### src/hw/rtl/dfbm_pkg.sv
// dfbm_pkg: types, codes and the control store of the dma fragment buffer manager
// no dependencies; imported by every module of the block

package dfbm_pkg;

  localparam int MAX_DMA_SLOTS   = 16;
  localparam int MAX_EXTRA_SLOTS = 64;
  localparam int MAX_RESULTS     = 5;
  localparam int PC_W            = 7;
  localparam int PADDR_W         = 4;

  typedef enum logic [2:0] {
    CMD_OPEN  = 3'd0,
    CMD_CLOSE = 3'd1,
    CMD_WRITE = 3'd2,
    CMD_READ  = 3'd3,
    CMD_DONE  = 3'd4
  } cmd_e;

  typedef enum logic [1:0] {
    MODE_NONE  = 2'd0,
    MODE_WRITE = 2'd1,
    MODE_READ  = 2'd2
  } mode_e;

  typedef enum logic [3:0] {
    ACT_STATUS   = 4'd0,
    ACT_U2D      = 4'd1,
    ACT_U2E      = 4'd2,
    ACT_D2U      = 4'd3,
    ACT_E2U      = 4'd4,
    ACT_E2D      = 4'd5,
    ACT_D2E      = 4'd6,
    ACT_REPLY    = 4'd7,
    ACT_START    = 4'd8,
    ACT_PAUSE    = 4'd9,
    ACT_RESUME   = 4'd10,
    ACT_STOP     = 4'd11,
    ACT_REENABLE = 4'd12
  } act_e;

  typedef enum logic [1:0] {
    ST_OK       = 2'd0,
    ST_BUSY     = 2'd1,
    ST_BAD_SIZE = 2'd2
  } status_e;

  typedef enum logic [1:0] {
    REG_DMA_FRAGMENTS = 2'd0,
    REG_EXTRA_BUFFERS = 2'd1,
    REG_FRAG_SIZE     = 2'd2
  } reg_e;

  typedef enum logic [1:0] {
    SEQ_IDLE  = 2'd0,
    SEQ_RUN   = 2'd1,
    SEQ_FLUSH = 2'd2
  } seq_e;

  typedef enum logic [4:0] {
    C_NEVER,
    C_ALWAYS,
    C_OPEN_OR_BUSY,
    C_SIZE_BAD,
    C_BUSY_NOT_WRITE,
    C_BUSY_NOT_READ,
    C_CLOSE_QUIET,
    C_BOTH_FULL,
    C_NOT_PENDING,
    C_DMA_FULL,
    C_NOT_OOD,
    C_BUSY,
    C_EMITTED,
    C_BOTH_EMPTY,
    C_EXTRA_EMPTY,
    C_NOT_BUSY,
    C_MODE_READ,
    C_MODE_NOT_WRITE,
    C_DMA_NONZERO,
    C_OPEN,
    C_DMA_NOT_FULL,
    C_EXTRA_NOT_FULL
  } cond_e;

  typedef enum logic [4:0] {
    OP_NONE,
    OP_OPEN_INIT,
    OP_CLOSE_STOP,
    OP_CLEAR_OPEN,
    OP_SET_PENDING,
    OP_CLR_PENDING,
    OP_U2D,
    OP_U2E,
    OP_CLR_OOD,
    OP_SET_OOD,
    OP_START_W,
    OP_START_R,
    OP_E2U,
    OP_D2U,
    OP_DW_ADV,
    OP_E2D,
    OP_DR_FILL,
    OP_D2E,
    OP_CLR_BUSY
  } op_e;

  typedef struct packed {
    logic [4:0]  dma_fragments;
    logic [6:0]  extra_buffers;
    logic [15:0] frag_size;
  } cfg_t;

  typedef struct packed {
    cond_e            cond;
    logic [PC_W-1:0]  target;
    op_e              op;
    logic             emit;
    act_e             act;
    status_e          status;
    logic             len_zero;
    logic             done;
  } ucw_t;

  typedef struct packed {
    act_e        act;
    logic [3:0]  dma_slot;
    logic [5:0]  extra_slot;
    logic [15:0] reply_length;
    status_e     status;
  } item_t;

  localparam logic [PC_W-1:0] ENTRY_OPEN  = 7'd0;
  localparam logic [PC_W-1:0] ENTRY_CLOSE = 7'd3;
  localparam logic [PC_W-1:0] L_BUSY      = 7'd2;
  localparam logic [PC_W-1:0] L_BAD_SIZE  = 7'd6;
  localparam logic [PC_W-1:0] L_FIN       = 7'd7;
  localparam logic [PC_W-1:0] ENTRY_WRITE = 7'd8;
  localparam logic [PC_W-1:0] ENTRY_READ  = 7'd24;
  localparam logic [PC_W-1:0] ENTRY_DONE  = 7'd36;
  localparam logic [PC_W-1:0] L_REEN      = 7'd56;
  localparam logic [PC_W-1:0] L_DONE_READ = 7'd57;

  // branch only
  function automatic ucw_t br(input cond_e c, input logic [PC_W-1:0] t);
    ucw_t w;
    w        = '0;
    w.cond   = c;
    w.target = t;
    w.op     = OP_NONE;
    w.act    = ACT_STATUS;
    w.status = ST_OK;
    return w;
  endfunction

  // state update with optional beat, then fall through or finish
  function automatic ucw_t ex(input op_e o, input logic e, input act_e a, input logic d);
    ucw_t w;
    w        = '0;
    w.cond   = C_NEVER;
    w.op     = o;
    w.emit   = e;
    w.act    = a;
    w.status = ST_OK;
    w.done   = d;
    return w;
  endfunction

  // state update with beat, then jump
  function automatic ucw_t exj(input op_e o, input act_e a, input logic [PC_W-1:0] t);
    ucw_t w;
    w        = ex(o, 1'b1, a, 1'b0);
    w.cond   = C_ALWAYS;
    w.target = t;
    return w;
  endfunction

  // status-only beat that ends the event
  function automatic ucw_t sto(input status_e s);
    ucw_t w;
    w        = ex(OP_NONE, 1'b1, ACT_STATUS, 1'b1);
    w.status = s;
    return w;
  endfunction

  function automatic ucw_t ucode_rom(input logic [PC_W-1:0] pc);
    ucw_t w;
    case (pc)
      // open
      7'd0:  w = br(C_OPEN_OR_BUSY, L_BUSY);
      7'd1:  w = ex(OP_OPEN_INIT, 1'b1, ACT_STATUS, 1'b1);
      7'd2:  w = sto(ST_BUSY);
      // close
      7'd3:  w = br(C_CLOSE_QUIET, 7'd5);
      7'd4:  w = ex(OP_CLOSE_STOP, 1'b1, ACT_STOP, 1'b1);
      7'd5:  w = ex(OP_CLEAR_OPEN, 1'b1, ACT_STATUS, 1'b1);
      7'd6:  w = sto(ST_BAD_SIZE);
      7'd7:  w = ex(OP_NONE, 1'b0, ACT_STATUS, 1'b1);
      // user write
      7'd8:  w = br(C_SIZE_BAD, L_BAD_SIZE);
      7'd9:  w = br(C_BUSY_NOT_WRITE, L_BUSY);
      7'd10: w = ex(OP_SET_PENDING, 1'b0, ACT_STATUS, 1'b0);
      7'd11: w = br(C_BOTH_FULL, 7'd20);
      7'd12: w = br(C_NOT_PENDING, 7'd20);
      7'd13: w = br(C_DMA_FULL, 7'd15);
      7'd14: w = exj(OP_U2D, ACT_U2D, 7'd16);
      7'd15: w = ex(OP_U2E, 1'b1, ACT_U2E, 1'b0);
      7'd16: w = br(C_NOT_OOD, 7'd19);
      7'd17: w = ex(OP_CLR_OOD, 1'b1, ACT_REENABLE, 1'b0);
      7'd18: w = ex(OP_NONE, 1'b1, ACT_RESUME, 1'b0);
      7'd19: w = ex(OP_CLR_PENDING, 1'b1, ACT_REPLY, 1'b0);
      7'd20: w = br(C_BUSY, 7'd22);
      7'd21: w = ex(OP_START_W, 1'b1, ACT_START, 1'b0);
      7'd22: w = br(C_EMITTED, L_FIN);
      7'd23: w = sto(ST_OK);
      // user read
      7'd24: w = br(C_SIZE_BAD, L_BAD_SIZE);
      7'd25: w = br(C_BUSY_NOT_READ, L_BUSY);
      7'd26: w = ex(OP_SET_PENDING, 1'b0, ACT_STATUS, 1'b0);
      7'd27: w = br(C_BUSY, 7'd29);
      7'd28: w = ex(OP_START_R, 1'b1, ACT_START, 1'b1);
      7'd29: w = br(C_BOTH_EMPTY, 7'd34);
      7'd30: w = br(C_EXTRA_EMPTY, 7'd32);
      7'd31: w = exj(OP_E2U, ACT_E2U, 7'd33);
      7'd32: w = ex(OP_D2U, 1'b1, ACT_D2U, 1'b0);
      7'd33: w = ex(OP_CLR_PENDING, 1'b1, ACT_REPLY, 1'b0);
      7'd34: w = br(C_EMITTED, L_FIN);
      7'd35: w = sto(ST_OK);
      // fragment done, playback side
      7'd36: w = br(C_NOT_BUSY, L_REEN);
      7'd37: w = br(C_MODE_READ, L_DONE_READ);
      7'd38: w = br(C_MODE_NOT_WRITE, L_REEN);
      7'd39: w = ex(OP_DW_ADV, 1'b0, ACT_STATUS, 1'b0);
      7'd40: w = br(C_EXTRA_EMPTY, 7'd42);
      7'd41: w = ex(OP_E2D, 1'b1, ACT_E2D, 1'b0);
      7'd42: w = br(C_BOTH_FULL, 7'd51);
      7'd43: w = br(C_NOT_PENDING, 7'd51);
      7'd44: w = br(C_DMA_FULL, 7'd46);
      7'd45: w = exj(OP_U2D, ACT_U2D, 7'd47);
      7'd46: w = ex(OP_U2E, 1'b1, ACT_U2E, 1'b0);
      7'd47: w = br(C_NOT_OOD, 7'd50);
      7'd48: w = ex(OP_CLR_OOD, 1'b1, ACT_REENABLE, 1'b0);
      7'd49: w = ex(OP_NONE, 1'b1, ACT_RESUME, 1'b0);
      7'd50: w = ex(OP_CLR_PENDING, 1'b1, ACT_REPLY, 1'b0);
      7'd51: w = br(C_DMA_NONZERO, L_REEN);
      7'd52: w = ex(OP_SET_OOD, 1'b0, ACT_STATUS, 1'b0);
      7'd53: w = br(C_OPEN, 7'd55);
      7'd54: w = exj(OP_CLOSE_STOP, ACT_STOP, L_REEN);
      7'd55: w = ex(OP_NONE, 1'b1, ACT_PAUSE, 1'b0);
      7'd56: w = ex(OP_NONE, 1'b1, ACT_REENABLE, 1'b1);
      // fragment done, capture side
      7'd57: w = ex(OP_DR_FILL, 1'b0, ACT_STATUS, 1'b0);
      7'd58: w = br(C_NOT_PENDING, 7'd64);
      7'd59: w = br(C_BOTH_EMPTY, 7'd64);
      7'd60: w = br(C_EXTRA_EMPTY, 7'd62);
      7'd61: w = exj(OP_E2U, ACT_E2U, 7'd63);
      7'd62: w = ex(OP_D2U, 1'b1, ACT_D2U, 1'b0);
      7'd63: w = ex(OP_CLR_PENDING, 1'b1, ACT_REPLY, 1'b0);
      7'd64: w = br(C_DMA_NOT_FULL, L_REEN);
      7'd65: w = br(C_EXTRA_NOT_FULL, 7'd69);
      7'd66: w = ex(OP_CLR_BUSY, 1'b1, ACT_STOP, 1'b0);
      7'd67: w = br(C_NOT_PENDING, L_REEN);
      7'd68: begin
        w          = exj(OP_CLR_PENDING, ACT_REPLY, L_REEN);
        w.len_zero = 1'b1;
      end
      7'd69: w = exj(OP_D2E, ACT_D2E, L_REEN);
      default: w = ex(OP_NONE, 1'b0, ACT_STATUS, 1'b1);
    endcase
    return w;
  endfunction

endpackage

### src/hw/rtl/dfbm_cfg.sv
// dfbm_cfg: configuration registers behind the apb-style port
// depends on dfbm_pkg

module dfbm_cfg import dfbm_pkg::*; (
  input  logic               clk_i,
  input  logic               rst_ni,
  input  logic               psel_i,
  input  logic               penable_i,
  input  logic               pwrite_i,
  input  logic [PADDR_W-1:0] paddr_i,
  input  logic [31:0]        pwdata_i,
  output logic [31:0]        prdata_o,
  output cfg_t               cfg_o
);

  cfg_t cfg_q, cfg_d;
  logic wr_en;

  assign wr_en = psel_i & penable_i & pwrite_i;

  always_comb begin
    cfg_d = cfg_q;
    if (wr_en) begin
      unique case (paddr_i[3:2])
        REG_DMA_FRAGMENTS: cfg_d.dma_fragments = pwdata_i[4:0];
        REG_EXTRA_BUFFERS: cfg_d.extra_buffers = pwdata_i[6:0];
        REG_FRAG_SIZE:     cfg_d.frag_size     = pwdata_i[15:0];
        default: ;
      endcase
    end
  end

  always_comb begin
    unique case (paddr_i[3:2])
      REG_DMA_FRAGMENTS: prdata_o = {27'd0, cfg_q.dma_fragments};
      REG_EXTRA_BUFFERS: prdata_o = {25'd0, cfg_q.extra_buffers};
      REG_FRAG_SIZE:     prdata_o = {16'd0, cfg_q.frag_size};
      default:           prdata_o = '0;
    endcase
  end

  always_ff @(posedge clk_i or negedge rst_ni) begin
    if (!rst_ni) begin
      cfg_q.dma_fragments <= 5'd2;
      cfg_q.extra_buffers <= 7'd8;
      cfg_q.frag_size     <= 16'd4096;
    end else begin
      cfg_q <= cfg_d;
    end
  end

  assign cfg_o = cfg_q;

endmodule

### src/hw/rtl/dfbm_datapath.sv
// dfbm_datapath: channel state, ring indices and counts, branch conditions, beat builder
// depends on dfbm_pkg; driven one control word at a time by the sequencer

module dfbm_datapath import dfbm_pkg::*; (
  input  logic        clk_i,
  input  logic        rst_ni,
  input  cfg_t        cfg_i,
  input  logic        start_i,
  input  logic [1:0]  mode_i,
  input  logic [15:0] size_i,
  input  logic        exec_i,
  input  ucw_t        ucw_i,
  input  logic        emitted_i,
  output logic        cond_o,
  output item_t       item_o
);

  localparam logic [4:0] DMA_MAX   = 5'(MAX_DMA_SLOTS);
  localparam logic [6:0] EXTRA_MAX = 7'(MAX_EXTRA_SLOTS);

  logic        open_q, open_d;
  logic        busy_q, busy_d;
  mode_e       tmode_q, tmode_d;
  logic [3:0]  dread_q, dread_d, dfill_q, dfill_d;
  logic [4:0]  dcount_q, dcount_d;
  logic [5:0]  eread_q, eread_d, efill_q, efill_d;
  logic [6:0]  ecount_q, ecount_d;
  logic        pending_q, pending_d;
  logic        ood_q, ood_d;

  logic [1:0]  in_mode_q;
  logic [15:0] in_size_q;

  logic [4:0]  nd;
  logic [6:0]  ne;
  logic        dfull, efull;

  function automatic logic [3:0] adv_d(input logic [3:0] i, input logic [4:0] n);
    logic [4:0] nx;
    nx = {1'b0, i} + 5'd1;
    return (nx >= n) ? 4'd0 : nx[3:0];
  endfunction

  function automatic logic [5:0] adv_e(input logic [5:0] i, input logic [6:0] n);
    logic [6:0] nx;
    nx = {1'b0, i} + 7'd1;
    return (nx >= n) ? 6'd0 : nx[5:0];
  endfunction

  assign nd = (cfg_i.dma_fragments == 5'd0) ? 5'd1 :
              (cfg_i.dma_fragments > DMA_MAX) ? DMA_MAX : cfg_i.dma_fragments;
  assign ne = (cfg_i.extra_buffers == 7'd0) ? 7'd1 :
              (cfg_i.extra_buffers > EXTRA_MAX) ? EXTRA_MAX : cfg_i.extra_buffers;
  assign dfull = dcount_q >= nd;
  assign efull = ecount_q >= ne;

  always_comb begin
    case (ucw_i.cond)
      C_NEVER:          cond_o = 1'b0;
      C_ALWAYS:         cond_o = 1'b1;
      C_OPEN_OR_BUSY:   cond_o = open_q | busy_q;
      C_SIZE_BAD:       cond_o = in_size_q != cfg_i.frag_size;
      C_BUSY_NOT_WRITE: cond_o = busy_q && (tmode_q != MODE_WRITE);
      C_BUSY_NOT_READ:  cond_o = busy_q && (tmode_q != MODE_READ);
      C_CLOSE_QUIET:    cond_o = ((tmode_q == MODE_WRITE) && !ood_q) || (tmode_q == MODE_NONE);
      C_BOTH_FULL:      cond_o = dfull & efull;
      C_NOT_PENDING:    cond_o = !pending_q;
      C_DMA_FULL:       cond_o = dfull;
      C_NOT_OOD:        cond_o = !ood_q;
      C_BUSY:           cond_o = busy_q;
      C_EMITTED:        cond_o = emitted_i;
      C_BOTH_EMPTY:     cond_o = (ecount_q == 7'd0) && (dcount_q == 5'd0);
      C_EXTRA_EMPTY:    cond_o = ecount_q == 7'd0;
      C_NOT_BUSY:       cond_o = !busy_q;
      C_MODE_READ:      cond_o = tmode_q == MODE_READ;
      C_MODE_NOT_WRITE: cond_o = tmode_q != MODE_WRITE;
      C_DMA_NONZERO:    cond_o = dcount_q != 5'd0;
      C_OPEN:           cond_o = open_q;
      C_DMA_NOT_FULL:   cond_o = !dfull;
      C_EXTRA_NOT_FULL: cond_o = !efull;
      default:          cond_o = 1'b0;
    endcase
  end

  always_comb begin
    open_d    = open_q;
    busy_d    = busy_q;
    tmode_d   = tmode_q;
    dread_d   = dread_q;
    dfill_d   = dfill_q;
    dcount_d  = dcount_q;
    eread_d   = eread_q;
    efill_d   = efill_q;
    ecount_d  = ecount_q;
    pending_d = pending_q;
    ood_d     = ood_q;
    if (exec_i) begin
      case (ucw_i.op)
        OP_OPEN_INIT: begin
          open_d    = 1'b1;
          dread_d   = '0;
          dfill_d   = '0;
          dcount_d  = '0;
          eread_d   = '0;
          efill_d   = '0;
          ecount_d  = '0;
          pending_d = 1'b0;
          ood_d     = 1'b1;
          tmode_d   = (in_mode_q == MODE_WRITE) ? MODE_WRITE :
                      (in_mode_q == MODE_READ)  ? MODE_READ  : MODE_NONE;
        end
        OP_CLOSE_STOP: begin
          open_d = 1'b0;
          busy_d = 1'b0;
        end
        OP_CLEAR_OPEN:  open_d    = 1'b0;
        OP_SET_PENDING: pending_d = 1'b1;
        OP_CLR_PENDING: pending_d = 1'b0;
        OP_U2D: begin
          dcount_d = dfull ? dcount_q : dcount_q + 5'd1;
          dfill_d  = adv_d(dfill_q, nd);
        end
        OP_U2E: begin
          ecount_d = efull ? ecount_q : ecount_q + 7'd1;
          efill_d  = adv_e(efill_q, ne);
        end
        OP_CLR_OOD: ood_d = 1'b0;
        OP_SET_OOD: ood_d = 1'b1;
        OP_START_W: begin
          busy_d  = 1'b1;
          dread_d = '0;
          tmode_d = MODE_WRITE;
        end
        OP_START_R: begin
          busy_d  = 1'b1;
          dread_d = '0;
          tmode_d = MODE_READ;
        end
        OP_E2U: begin
          eread_d  = adv_e(eread_q, ne);
          ecount_d = (ecount_q == 7'd0) ? ecount_q : ecount_q - 7'd1;
        end
        OP_D2U, OP_DW_ADV: begin
          dread_d  = adv_d(dread_q, nd);
          dcount_d = (dcount_q == 5'd0) ? dcount_q : dcount_q - 5'd1;
        end
        OP_E2D: begin
          eread_d  = adv_e(eread_q, ne);
          dfill_d  = adv_d(dfill_q, nd);
          ecount_d = (ecount_q == 7'd0) ? ecount_q : ecount_q - 7'd1;
          dcount_d = dfull ? dcount_q : dcount_q + 5'd1;
        end
        OP_DR_FILL: begin
          dcount_d = dfull ? dcount_q : dcount_q + 5'd1;
          dfill_d  = adv_d(dfill_q, nd);
        end
        OP_D2E: begin
          dcount_d = (dcount_q == 5'd0) ? dcount_q : dcount_q - 5'd1;
          dread_d  = adv_d(dread_q, nd);
          ecount_d = efull ? ecount_q : ecount_q + 7'd1;
          efill_d  = adv_e(efill_q, ne);
        end
        OP_CLR_BUSY: busy_d = 1'b0;
        default: ;
      endcase
    end
  end

  // beat fields, slots taken before the step's own update
  always_comb begin
    item_o.act          = ucw_i.act;
    item_o.status       = ucw_i.status;
    item_o.reply_length = (ucw_i.act == ACT_REPLY && !ucw_i.len_zero) ? cfg_i.frag_size : 16'd0;
    case (ucw_i.act)
      ACT_U2D, ACT_E2D: item_o.dma_slot = dfill_q;
      ACT_D2U, ACT_D2E: item_o.dma_slot = dread_q;
      default:          item_o.dma_slot = 4'd0;
    endcase
    case (ucw_i.act)
      ACT_U2E, ACT_D2E: item_o.extra_slot = efill_q;
      ACT_E2U, ACT_E2D: item_o.extra_slot = eread_q;
      default:          item_o.extra_slot = 6'd0;
    endcase
  end

  always_ff @(posedge clk_i or negedge rst_ni) begin
    if (!rst_ni) begin
      open_q    <= 1'b0;
      busy_q    <= 1'b0;
      tmode_q   <= MODE_NONE;
      dread_q   <= '0;
      dfill_q   <= '0;
      dcount_q  <= '0;
      eread_q   <= '0;
      efill_q   <= '0;
      ecount_q  <= '0;
      pending_q <= 1'b0;
      ood_q     <= 1'b0;
    end else begin
      open_q    <= open_d;
      busy_q    <= busy_d;
      tmode_q   <= tmode_d;
      dread_q   <= dread_d;
      dfill_q   <= dfill_d;
      dcount_q  <= dcount_d;
      eread_q   <= eread_d;
      efill_q   <= efill_d;
      ecount_q  <= ecount_d;
      pending_q <= pending_d;
      ood_q     <= ood_d;
    end
  end

  always_ff @(posedge clk_i) begin
    if (start_i) begin
      in_mode_q <= mode_i;
      in_size_q <= size_i;
    end
  end

endmodule

### src/hw/rtl/dma_fragment_buffer_manager_unit.sv
// dma_fragment_buffer_manager_unit: top level, microcoded sequencer and output stage
// depends on dfbm_pkg, dfbm_cfg and dfbm_datapath
//
// one event beat in on the s_axis side: tuser carries the command, tdata the open
// mode and request size. the block answers with one to five action beats on the
// m_axis side; tuser carries the action code and tlast marks the final beat of
// the event. events with an unknown command are taken and produce no beat.
// dma_fragments, extra_buffers and frag_size sit at byte addresses 0, 4 and 8 of the
// apb-style port; write them only while no event is open, the block does not check.
// an event runs as a short program from the control store, one control word per clock
// while the sequencer is not stalled, and a beat on the word that builds it; each beat
// waits in a hold register until the next beat or the end of the event moves it to
// the output register.
// one event is in flight at a time; s_axis_tready rises again once the final
// beat has been handed to the output register, which holds it while m_axis_tready
// is low and stalls the sequencer at its next beat.
// reset clears the channel state and loads the register defaults (2, 8, 4096);
// there is no clearing pass and the block takes an event on the first cycle.

module dma_fragment_buffer_manager_unit import dfbm_pkg::*; (
  input  logic               clk_i,
  input  logic               rst_ni,
  input  logic               s_axis_tvalid,
  output logic               s_axis_tready,
  input  logic [23:0]        s_axis_tdata,  // open_mode[1:0], request_size[17:2]
  input  logic [2:0]         s_axis_tuser,  // cmd[2:0]
  output logic               m_axis_tvalid,
  input  logic               m_axis_tready,
  output logic [31:0]        m_axis_tdata,  // dma_slot[3:0], extra_slot[9:4],
                                            // reply_length[25:10], status[27:26]
  output logic [3:0]         m_axis_tuser,  // action[3:0]
  output logic               m_axis_tlast,
  input  logic               psel,
  input  logic               penable,
  input  logic               pwrite,
  input  logic [PADDR_W-1:0] paddr,
  input  logic [31:0]        pwdata,
  output logic [31:0]        prdata,
  output logic               pready
);

  cfg_t            cfg;
  ucw_t            ucw;
  item_t           item;
  logic            cond;

  seq_e            state_q, state_d;
  logic [PC_W-1:0] pc_q, pc_d;
  logic [2:0]      cnt_q, cnt_d;
  logic            hold_valid_q, hold_valid_d;
  item_t           hold_q;
  logic            out_valid_q, out_valid_d;
  item_t           out_q;
  logic            out_last_q;

  logic            accept, exec, can_emit, out_free;
  logic            hold_load, out_load, load_last;

  assign pready = 1'b1;

  dfbm_cfg u_cfg (
    .clk_i     (clk_i),
    .rst_ni    (rst_ni),
    .psel_i    (psel),
    .penable_i (penable),
    .pwrite_i  (pwrite),
    .paddr_i   (paddr),
    .pwdata_i  (pwdata),
    .prdata_o  (prdata),
    .cfg_o     (cfg)
  );

  dfbm_datapath u_datapath (
    .clk_i     (clk_i),
    .rst_ni    (rst_ni),
    .cfg_i     (cfg),
    .start_i   (accept),
    .mode_i    (s_axis_tdata[1:0]),
    .size_i    (s_axis_tdata[17:2]),
    .exec_i    (exec),
    .ucw_i     (ucw),
    .emitted_i (cnt_q != 3'd0),
    .cond_o    (cond),
    .item_o    (item)
  );

  assign ucw           = ucode_rom(pc_q);
  assign s_axis_tready = state_q == SEQ_IDLE;
  assign accept        = s_axis_tvalid & s_axis_tready;
  assign out_free      = !out_valid_q || m_axis_tready;
  assign can_emit      = ucw.emit && (cnt_q < 3'(MAX_RESULTS));

  always_comb begin
    state_d      = state_q;
    pc_d         = pc_q;
    cnt_d        = cnt_q;
    hold_valid_d = hold_valid_q;
    hold_load    = 1'b0;
    out_load     = 1'b0;
    load_last    = 1'b0;
    exec         = 1'b0;
    unique case (state_q)
      SEQ_IDLE: begin
        if (s_axis_tvalid) begin
          cnt_d = 3'd0;
          unique case (s_axis_tuser)
            CMD_OPEN:  begin state_d = SEQ_RUN; pc_d = ENTRY_OPEN;  end
            CMD_CLOSE: begin state_d = SEQ_RUN; pc_d = ENTRY_CLOSE; end
            CMD_WRITE: begin state_d = SEQ_RUN; pc_d = ENTRY_WRITE; end
            CMD_READ:  begin state_d = SEQ_RUN; pc_d = ENTRY_READ;  end
            CMD_DONE:  begin state_d = SEQ_RUN; pc_d = ENTRY_DONE;  end
            default: ;
          endcase
        end
      end
      SEQ_RUN: begin
        if (!(can_emit && hold_valid_q && !out_free)) begin
          exec = 1'b1;
          if (can_emit) begin
            hold_load    = 1'b1;
            hold_valid_d = 1'b1;
            cnt_d        = cnt_q + 3'd1;
            out_load     = hold_valid_q;
          end
          if (ucw.done) begin
            state_d = SEQ_FLUSH;
          end else if (cond) begin
            pc_d = ucw.target;
          end else begin
            pc_d = pc_q + 7'd1;
          end
        end
      end
      SEQ_FLUSH: begin
        if (!hold_valid_q) begin
          state_d = SEQ_IDLE;
        end else if (out_free) begin
          out_load     = 1'b1;
          load_last    = 1'b1;
          hold_valid_d = 1'b0;
          state_d      = SEQ_IDLE;
        end
      end
      default: state_d = SEQ_IDLE;
    endcase
    out_valid_d = out_load ? 1'b1 : (m_axis_tready ? 1'b0 : out_valid_q);
  end

  always_ff @(posedge clk_i or negedge rst_ni) begin
    if (!rst_ni) begin
      state_q      <= SEQ_IDLE;
      pc_q         <= '0;
      cnt_q        <= '0;
      hold_valid_q <= 1'b0;
      out_valid_q  <= 1'b0;
    end else begin
      state_q      <= state_d;
      pc_q         <= pc_d;
      cnt_q        <= cnt_d;
      hold_valid_q <= hold_valid_d;
      out_valid_q  <= out_valid_d;
    end
  end

  always_ff @(posedge clk_i) begin
    if (hold_load) begin
      hold_q <= item;
    end
    if (out_load) begin
      out_q      <= hold_q;
      out_last_q <= load_last;
    end
  end

  assign m_axis_tvalid = out_valid_q;
  assign m_axis_tlast  = out_last_q;
  assign m_axis_tuser  = out_q.act;
  assign m_axis_tdata  = {4'd0, out_q.status, out_q.reply_length,
                          out_q.extra_slot, out_q.dma_slot};

endmodule
### config.mk
export PLATFORM = sky130hd
export DESIGN_NAME = dma_fragment_buffer_manager_unit
export DESIGN_NICKNAME = d
export VERILOG_FILES = /design/src/hw/rtl/dfbm_pkg.sv /design/src/hw/rtl/dfbm_cfg.sv /design/src/hw/rtl/dfbm_datapath.sv /design/src/hw/rtl/dma_fragment_buffer_manager_unit.sv
export SDC_FILE = /design/constraint.sdc
export NUM_CORES = 1
export LEC_CHECK = 0
export BUFFER_PORTS_ARGS = -buffer_cell sky130_fd_sc_hd__buf_2
export CAP_MARGIN = 40
export CELL_PAD_IN_SITES_DETAIL_PLACEMENT = 1
export CELL_PAD_IN_SITES_GLOBAL_PLACEMENT = 2
export CORE_MARGIN = 5
export CORE_UTILIZATION = 38
export CTS_CLUSTER_SIZE = 12
export DETAILED_ROUTE_END_ITERATION = 12
export HOLD_SLACK_MARGIN = 0.08
export PLACE_DENSITY = 0.8
export SLEW_MARGIN = 20
export SYNTH_ARGS = -nofsm -noshare
export SYNTH_HDL_FRONTEND = slang
export SYNTH_SLANG_ARGS = --single-unit
### constraint.sdc
create_clock -name clk_i -period 5.84 [get_ports clk_i]
set_input_delay 0.584 -clock clk_i [delete_from_list [all_inputs] [get_ports clk_i]]
set_output_delay 0.584 -clock clk_i [all_outputs]
set_load 0.05 [all_outputs]
-- Word-level counts from Yosys, hierarchy flattened
Memories as Yosys holds them, arrays and structs flattened.
Index checks and enable logic that the tools add are counted.
- register bits: 163
- bits in latches: 0
- RAM bits: 0
- memory bits (read-only): 3328
- bits of input ports: 70
- output and inout port bits: 72
- memories kept: 1
- memories (memory ; words ; width ; rd ports ; clocked after memory_dff ; write ports ; RTL line ; source):
    (name not given) ; 128 ; 26 ; 1 ; 0 ; 0 ; dfbm_pkg.sv:187 ; case (pc)
- add/sub/neg operators: 10
- multiply operators: 0
- div/mod/pow operators: 0
- magnitude comparators: 9
- equality and inequality tests: 73
- shifts and indexed selects: 0
- muxes and demuxes: 63
- bitwise logic cells: 5
- reductions and logical operators: 75
- operators with widths (cell ; number):
    equality test 5 x 4 -> 1 bit (second input constant) ; 16
    two-way mux 7 bit ; 8
    one-hot mux 16 bit (3 select lines) ; 1
    equality test 5 bit (second input constant) ; 9
    equality test 5 x 3 -> 1 bit (second input constant) ; 8
    one-hot mux 6 bit (2 select lines) ; 3
    one-hot mux 7 bit (5 select lines) ; 1
    one-hot mux 4 bit (2 select lines) ; 3
    AND reduction 2 bit ; 12
    nonzero test 2 bit ; 11
    OR reduction 2 bit ; 11
    greater-or-equal comparator 7 bit ; 3
    one-hot mux 1 bit (21 select lines) ; 1
    one-hot mux 7 bit (3 select lines) ; 1
    equality test 5 x 2 -> 1 bit (second input constant) ; 4
    two-way mux 5 bit ; 4
    != test 2 bit (second input constant) ; 10
    equality test 4 x 3 -> 1 bit (second input constant) ; 4
    two-way mux 2 bit ; 8
    != test 16 bit ; 1
    greater-or-equal comparator 5 bit ; 3
    two-way mux 1 bit ; 15
    one-hot mux 5 bit (3 select lines) ; 1
    adder 6 x 1 -> 7 bit (second input constant) ; 2
    other kinds (43) ; 95

-- Logic depth before layout (Yosys ltp)
Gate-level depths: netlist of the first run.
- word-level depth: 10
- depth in mapped cells: 22
- gate-level depth less buffers: 18

-- Cells and area by module
Synthesis of the first run repeated with hierarchy kept, for this count alone.
- cells, all modules: 1094
- area total of the unflattened synthesis: 10851.7 um^2
- by module, submodules not included (module ; times used ; cells an instance ; area each (um^2) ; seq. area each (um^2)):
    dma_fragment_buffer_manager_unit ; 1 ; 482 ; 4939.7 ; 2302.2
    dfbm_datapath ; 1 ; 503 ; 4488.1 ; 1491.4
    dfbm_cfg ; 1 ; 109 ; 1423.9 ; 704.4

-- Worst setup path after synthesis of the first run
OpenSTA, ideal clock, no wires.
- path kind: register to register
- start point: reg pc_q[0]
- end point: reg u_datapath.dcount_q[4]
- setup time: 0.134 ns
- arrival: 4.458 ns
- setup slack: 1.249 ns
- cell stages (with the launch flop): 21
- clock period less this slack: 4.591 ns
- cells stage by stage: dfrtp_1 clkbuf_1 inv_1 ha_1 clkbuf_1 mux2_2 mux2i_1 o221ai_2 a21oi_2 mux2i_1 o32a_1 clkbuf_1 inv_1 fa_1 a21o_1 a21o_1 a21oi_1 o21ai_0 a22o_1 o21ai_1 o41ai_1
- word-level cells in the longest chain between the ends: 7
- elaborated cells between the ends (all ways): 20
- those cells by class: 9 x eq/ne; 3 x mux; 7 x reduce/logical; 1 x memory
- RTL lines (element ; RTL line ; source):
    start, declared ; dma_fragment_buffer_manager_unit.sv:48 ; logic [PC_W-1:0] pc_q, pc_d;
    start signal, assigned ; dma_fragment_buffer_manager_unit.sv:158 ; pc_q <= pc_d;
    memory read (128 x 26 bit) (*) ; n/a ;
    branches (longest 6 deep; another with equality test 5 x 4 -> 1 bit) ; n/a ;
    end signal, assigned ; dfbm_datapath.sv:205 ; dcount_q <= dcount_d;
    end, declared ; dfbm_datapath.sv:25 ; logic [4:0] dcount_q, dcount_d;
Mark *: on every way between the ends.
A chain may end at the register's enable or synchronous reset.

-- Worst setup path in the final report of the first run
- start point: reg pc_q[1]
- end point: reg u_datapath.dcount_q[4]
The elaborated chain is that of the path after synthesis.

==> impl_metrics.json, run 1 <==
{
  "outcome": "completed",
  "core_sq_mm": 0.0285,
  "overflow": 0,
  "post-place-ws_ns": 1.04,
  "ant_nets": 0,
  "avgSynthCellArea_sq_um": 10.0,
  "seq_area_frac_synth_pct": 41.1,
  "clk_path_buf_depth": 2,
  "critical_path.endpoint_type": "flop",
  "hpwl_mm": 24.8,
  "p_per_area_mw_per_mm2": 583,
  "switchingPower_uw": 3560,
  "io_buffers": 96,
  "routed_wl_mm": 33.1,
  "postCtsSetupRepairBufs": 0,
  "drt_drc_violations_left": 0,
  "pwr-share-clk_pct": 15.9,
  "dp_cells": 1546,
  "async_flop_share_pct": 49.1,
  "synth_area_leader_cell": "edfxtp_1",
  "grt_pass1_wl_mm": 52.4,
  "power_uw": 7240,
  "num_rows": 62,
  "skew_ns": 0.0156,
  "netlist_area_sq_mm": 0.0109,
  "clock-root-buffer": "clkbuf_16",
  "cts_inserted_buffers": 17,
  "ys_top_cells_by_area": "edfxtp_1 23%, dfrtp_1 18%, ha_1 7.7%, mux2_2 3.3%, nand2_1 3.2%",
  "synth_cells": 1092,
  "reg2reg_depth": 17,
  "path_delay_family": "compound AO/OA/AOI/OAI gates",
  "setup_tns_ns": 0,
  "maxCapViolCount": 0,
  "vias": 8851,
  "synth_top_flop_cell": "edfxtp_1",
  "required_ns": 6.15,
  "peakVddDrop_mv": 0.248,
  "avgRoutedWirePerCell_um": 20.9,
  "grtUsageTotal_pct": 20.2,
  "initial_core_util_pct": 38.3,
  "maxSlewViolCount": 0,
  "hold_viol_final": 0,
  "htreeDepth": 4,
  "die_w_um": 180,
  "fmax_ghz": 0.203,
  "slowest_stage": "o311ai_1",
  "cp_common_cell": "nand2_1",
  "critPathLaunchType": "flop",
  "place_congestion": 0.889,
  "worstSetupStartpoint": "pc_q[1]$_DFFE_PN0P_",
  "cp_max_fo": 13,
  "worst_slack_ns": 0.917,
  "cp-endpoint": "u_datapath.dcount_q[4]$_DFFE_PN0P_",
  "worst-path-stages": 17,
  "grt_antenna_before_repair": 0,
  "cts_tree": "done",
  "cts_hold_buf": 0,
  "grt_pass1_vias": 9032,
  "finalCritPeriodShare_pct": 84.3,
  "multiInputGateArea_sq_mm": 0.00591,
  "tightestPinTransition_ns": 0.883,
  "via_per_inst": 5.60,
  "reg2reg_from": "pc_q[1]$_DFFE_PN0P_",
  "stdcell_count": 1580,
  "reg2reg_slack_ns": 0.92,
  "fin_util_pct": 43.5,
  "fp.dieArea_sq_mm": 0.0323,
  "nFillCells": 3270,
  "slew_headroom_pct": 40.2,
  "cp_slowest_stage_delay_ns": 0.76,
  "area_growth_pct": 13.5,
  "p_comb_share_pct": 57.3,
  "io_pins": 142,
  "post_cts_resized": 0,
  "setup_viol": 0,
  "cts.clk_slew.worst_paths_ns": 0.08,
  "hold_path_class": "in -> async",
  "yosysTopAreaCellShare_pct": 22.8,
  "ff_latch_area_sq_mm": 0.00450,
  "yosysWarnings": 0,
  "internal_power_uw": 3680,
  "cp.arrival_ns": 5.23,
  "grt_max_degree": 57,
  "crit_chain": "inv_1, ha_1, mux2_2, nand2_1, o311ai_1, nand2_1, nand2_1, o32a_1, inv_1, fa_1, a21o_1, a21o_1, a21oi_1, o21ai_0, a22o_1, o21ai_1, o41ai_1",
  "leakagePower_uw": 0.00525,
  "seqPwrFrac_pct": 26.8,
  "synth-seq-cells": 163,
  "dr.first_iter.drc_count": 574,
  "netSwitchingFraction_pct": 49.1,
  "first_pass_iters": 5,
  "final_layout_size_suffix_gt1_share_pct": 19.3,
  "crit_buf_inv": 2,
  "cts_sinks": 163,
  "rsz0062_at_grt": "false",
  "r2r_end": "u_datapath.dcount_q[4]$_DFFE_PN0P_",
  "yosysUniqueCellTypes": 98,
  "die_y_um": 180,
  "nets": 1322,
  "fin_crit_ns": 4.92,
  "n_antenna_cell": 0,
  "synth_edf_count": 83,
  "timing_worst_setup_path_type": "reg -> reg",
  "clk_latency_ns": 0.45
}
-- power by group through the flow --
stage               Clock [uW]  Sequential [uW]  Combinational (uW)
floorplan                    0             2110                2770
global placement             0             1990                3970
detailed placement           0             2000                4080
CTS                       1180             1980                4100
global route              1240             1990                4500
finish                    1150             1940                4150
-- cell type report --
type                       count  area share [%]
clock buffer                  17            3.43
sequential                   163            36.3
tap                          384            3.87
timing repair buffer         132            6.29
clock inverter                15            1.41
multi-input combinational    832            47.6
inverter                      37            1.12
-- sequential cells by signal, indices dropped and copies added, names as in the netlist, 5 cells and up --
| name | count |
|---|---|
| hold_q | 32 |
| m_axis_tdata | 28 |
| pc_q | 7 |
| u_cfg.cfg_o | 28 |
| u_datapath.dcount_q | 5 |
| u_datapath.ecount_q | 7 |
| u_datapath.efill_q | 6 |
| u_datapath.eread_q | 6 |
| u_datapath.in_size_q | 16 |
-- layout by cell type, fill, tap and decap left out, types with 33 or more instances in the layout --
cell and count:
and2_1 33, a21oi_1 54, dfrtp_1 75, edfxtp_1 83, buf_2 96, nor2_1 58
nand2_1 92, o21ai_0 49, ha_1 67
-- cell families (layout without fill, tap and decap cells) --
kind of cell               count (synthesis)  after routing  share of synthesized area, %
adders and majority gates                 69             69                          8.03
DFF                                      163            163                          41.1
muxes                                     55             55                          5.74
xor gates and xnor gates                  40             40                          3.20
AOI/OAI and AO/OA                        303            303                          19.8
other                                      2             21                        0.0687
and+or+nand+nor                          344            344                          16.5
buffers and inverters                    116            201                          5.55
-- through the flow --
stage                     area [sq um]  hold WS [ns]
final                            12400        0.0828
after global routing             12400        0.0906
after CTS                        12400        0.0821
after detailed placement         11800         0.406
after global placement           11700         0.401
after floorplan                  11000         0.288
-- Yosys cell counts (all sizes together), types with 5 or more instances --
cell type	count
a2111oi	7
a211o	6
a211oi	15
a21o	29
a21oi	55
a221o	5
a22o	24
a31oi	12
and2	33
and3	12
buf	50
clkbuf	29
dfrtp	77
edfxtp	83
ha	67
inv	34
mux2	32
mux2i	20
nand2	95
nand2b	29
nand3	29
nand4	9
nor2	59
nor2b	22
nor3	18
nor4	6
o211ai	11
o21ai	63
o221ai	5
o22ai	6
o31ai	14
o41ai	5
or2	5
xnor2	31
xor2	9
-- per-layer routing --
layer  vias up  global-route usage (%)  wire (um)
met1      4367                    27.9      15400
met4         0                    5.70        782
met3        50                    3.66       1420
met5         -                       0          0
met2       211                    32.7      15500
li1       4223                       -          -
-- worst min path at each step --
| stage | from | endpoint | slack [ns] | cells after the start |
|---|---|---|---|---|
| after floorplan | rst_ni | cnt_q[0]$_DFFE_PN0P_ | 0.29 | 0 |
| after global placement | hold_q[5]$_SDFFCE_PN0P_ | m_axis_tdata[13]$_DFFE_PP_ | 0.40 | 0 |
| after detailed placement | hold_q[13]$_SDFFCE_PN0P_ | m_axis_tdata[21]$_DFFE_PP_ | 0.41 | 0 |
| after CTS | rst_ni | u_cfg.cfg_o[11]$_DFFE_PN0P_ | 0.08 | 1 |
| after global routing | rst_ni | u_cfg.cfg_o[11]$_DFFE_PN0P_ | 0.09 | 1 |
| final | rst_ni | u_cfg.cfg_o[11]$_DFFE_PN0P_ | 0.08 | 1 |
Note: power is estimated with default switching activity, not from simulation.
==> run 2: changes to the inputs <==
Clock period 5.84 ns to 5.1 ns, I/O delays scaled along.
==> impl_metrics.json, run 2 (synthesized netlist as in run 1, its figures left out) <==
{
  "grt_antenna_before_repair": 0,
  "first_pass_iters": 5,
  "slew_headroom_pct": 51.9,
  "io_buffers": 96,
  "ant_nets": 0,
  "rsz0062_at_grt": "false",
  "cts_inserted_buffers": 17,
  "vias": 9002,
  "finalCritPeriodShare_pct": 89.5,
  "cts_hold_buf": 1,
  "num_rows": 62,
  "hpwl_mm": 25.3,
  "cts.clk_slew.worst_paths_ns": 0.08,
  "placed_area_sq_mm": 0.0119,
  "die_y_um": 180,
  "required_ns": 5.40,
  "cp.arrival_ns": 4.87,
  "htreeDepth": 4,
  "met1_length_mm": 15.6,
  "fp.dieArea_sq_mm": 0.0323,
  "reg2reg_slack_ns": 0.54,
  "dr.first_iter.drc_count": 573,
  "drt_drc_violations_left": 0,
  "clk_path_buf_depth": 2,
  "core_sq_mm": 0.0285,
  "cts_tree": "done",
  "setup_tns_ns": 0,
  "peakVddDrop_mv": 0.313,
  "largest_reg_flops": 32,
  "tightestPinTransition_ns": 0.721,
  "hold_viol_final": 0,
  "via_per_inst": 5.64,
  "p_per_area_mw_per_mm2": 666,
  "avgRoutedWirePerCell_um": 21.2,
  "routed_wl_mm": 33.8,
  "post_cts_resized": 0,
  "timing_worst_setup_path_type": "reg -> reg",
  "critical_path.endpoint_type": "flop",
  "n_antenna_cell": 0,
  "mostFrequentLayoutCells": "96 x buf_2, 92 x nand2_1, 83 x edfxtp_1",
  "area_growth_pct": 14.1,
  "top_layer_used": "met4",
  "grt_pass1_wl_mm": 54.0,
  "skew_ns": 0.0226,
  "clock-root-buffer": "clkbuf_16",
  "largest-register": "hold_q",
  "leakagePower_uw": 0.00529,
  "io_pins": 142,
  "maxCapViolCount": 0,
  "setup_viol": 0,
  "postCtsSetupRepairBufs": 0,
  "grt_max_degree": 43,
  "routed-wl-met2_mm": 16.1,
  "overflow": 0,
  "maxSlewViolCount": 0,
  "power_uw": 8310,
  "design_area_sq_mm": 0.0125,
  "fmax_ghz": 0.219,
  "clk_latency_ns": 0.44,
  "grtUsageTotal_pct": 20.6,
  "route.met3.wl_mm": 1.44,
  "grt_pass1_vias": 9465,
  "initial_core_util_pct": 38.3,
  "die_w_um": 180,
  "nets": 1337,
  "hold_path_class": "in -> reg",
  "mostFrequentLayoutCell": "buf_2",
  "place_congestion": 0.911,
  "cts_sinks": 163,
  "fin_crit_ns": 4.56,
  "final_layout_size_suffix_gt1_share_pct": 20.1,
  "outcome": "completed",
  "cp_max_fo": 13,
  "critPathLaunchType": "flop"
}
-- run 2: worst paths after layout --
path                                      startpoint                                  to  cells past startpoint
worst min register to register  hold_q[26]$_DFFE_PP_           m_axis_tdata[2]$_DFFE_PP_                      0
worst min-delay path                 s_axis_tdata[4]   u_datapath.in_size_q[2]$_DFFE_PP_                      1
max in group asynchronous                     rst_ni  u_datapath.dcount_q[2]$_DFFE_PN0P_                      3
worst max register to register   pc_q[0]$_DFFE_PN0P_  u_datapath.dcount_q[4]$_DFFE_PN0P_                     15
min in group asynchronous                     rst_ni         u_cfg.cfg_o[11]$_DFFE_PN0P_                      2
worst max-delay path             pc_q[0]$_DFFE_PN0P_  u_datapath.dcount_q[4]$_DFFE_PN0P_                     15
-- run 2: worst max-delay path, stage by stage (launching register included) --
cell and delay [ns]:
dfrtp_1 0.58, buf_4 0.22, ha_1 0.53, nand2_1 0.25, a211o_1 0.38, o31ai_4 0.50
o32a_1 0.30, inv_1 0.11, fa_1 0.41, a21o_1 0.17, a21o_1 0.24, a21oi_1 0.17
o21ai_0 0.10, a22o_1 0.26, o21ai_1 0.11, o41ai_1 0.09
-- run 2: power by group --
part / switching (uW) / total, uW / internal [uW]
Clock: 608 / 1260 / 649
Combinational: 3130 / 4780 / 1650
Sequential: 368 / 2270 / 1900
-- run 2: final cells by class --
type                            instances  area [sq um]
Clock buffer                           18           429
Clock inverter                         14           141
Fill cell                            3280         16100
Inverter                               37           139
Multi-Input combinational cell        832          5910
Sequential cell                       163          4500
Tap cell                              384           480
Timing Repair Buffer                  147           882
-- run 2: layer usage --
metal,vias to the layer above,GRT usage [%]
met5,-,0
li1,4246,-
met4,0,5.79
met2,209,34.1
met3,39,3.70
met1,4508,27.9
-- run 2: stage by stage --
stage | instances | setup WS, ns | utilization, % | hold slack (ns)
6_report | 1595 | 0.536 | 43.7 | 0.247
5_1_grt | 1595 | 0.231 | 43.7 | 0.232
4_1_cts | 1595 | 0.579 | 43.7 | 0.235
3_5_place_dp | 1562 | 0.615 | 41.7 | 0.407
3_3_place_gp | 1558 | 0.705 | 41.6 | 0.401
2_1_floorplan | 1111 | 0.509 | - | 0.214
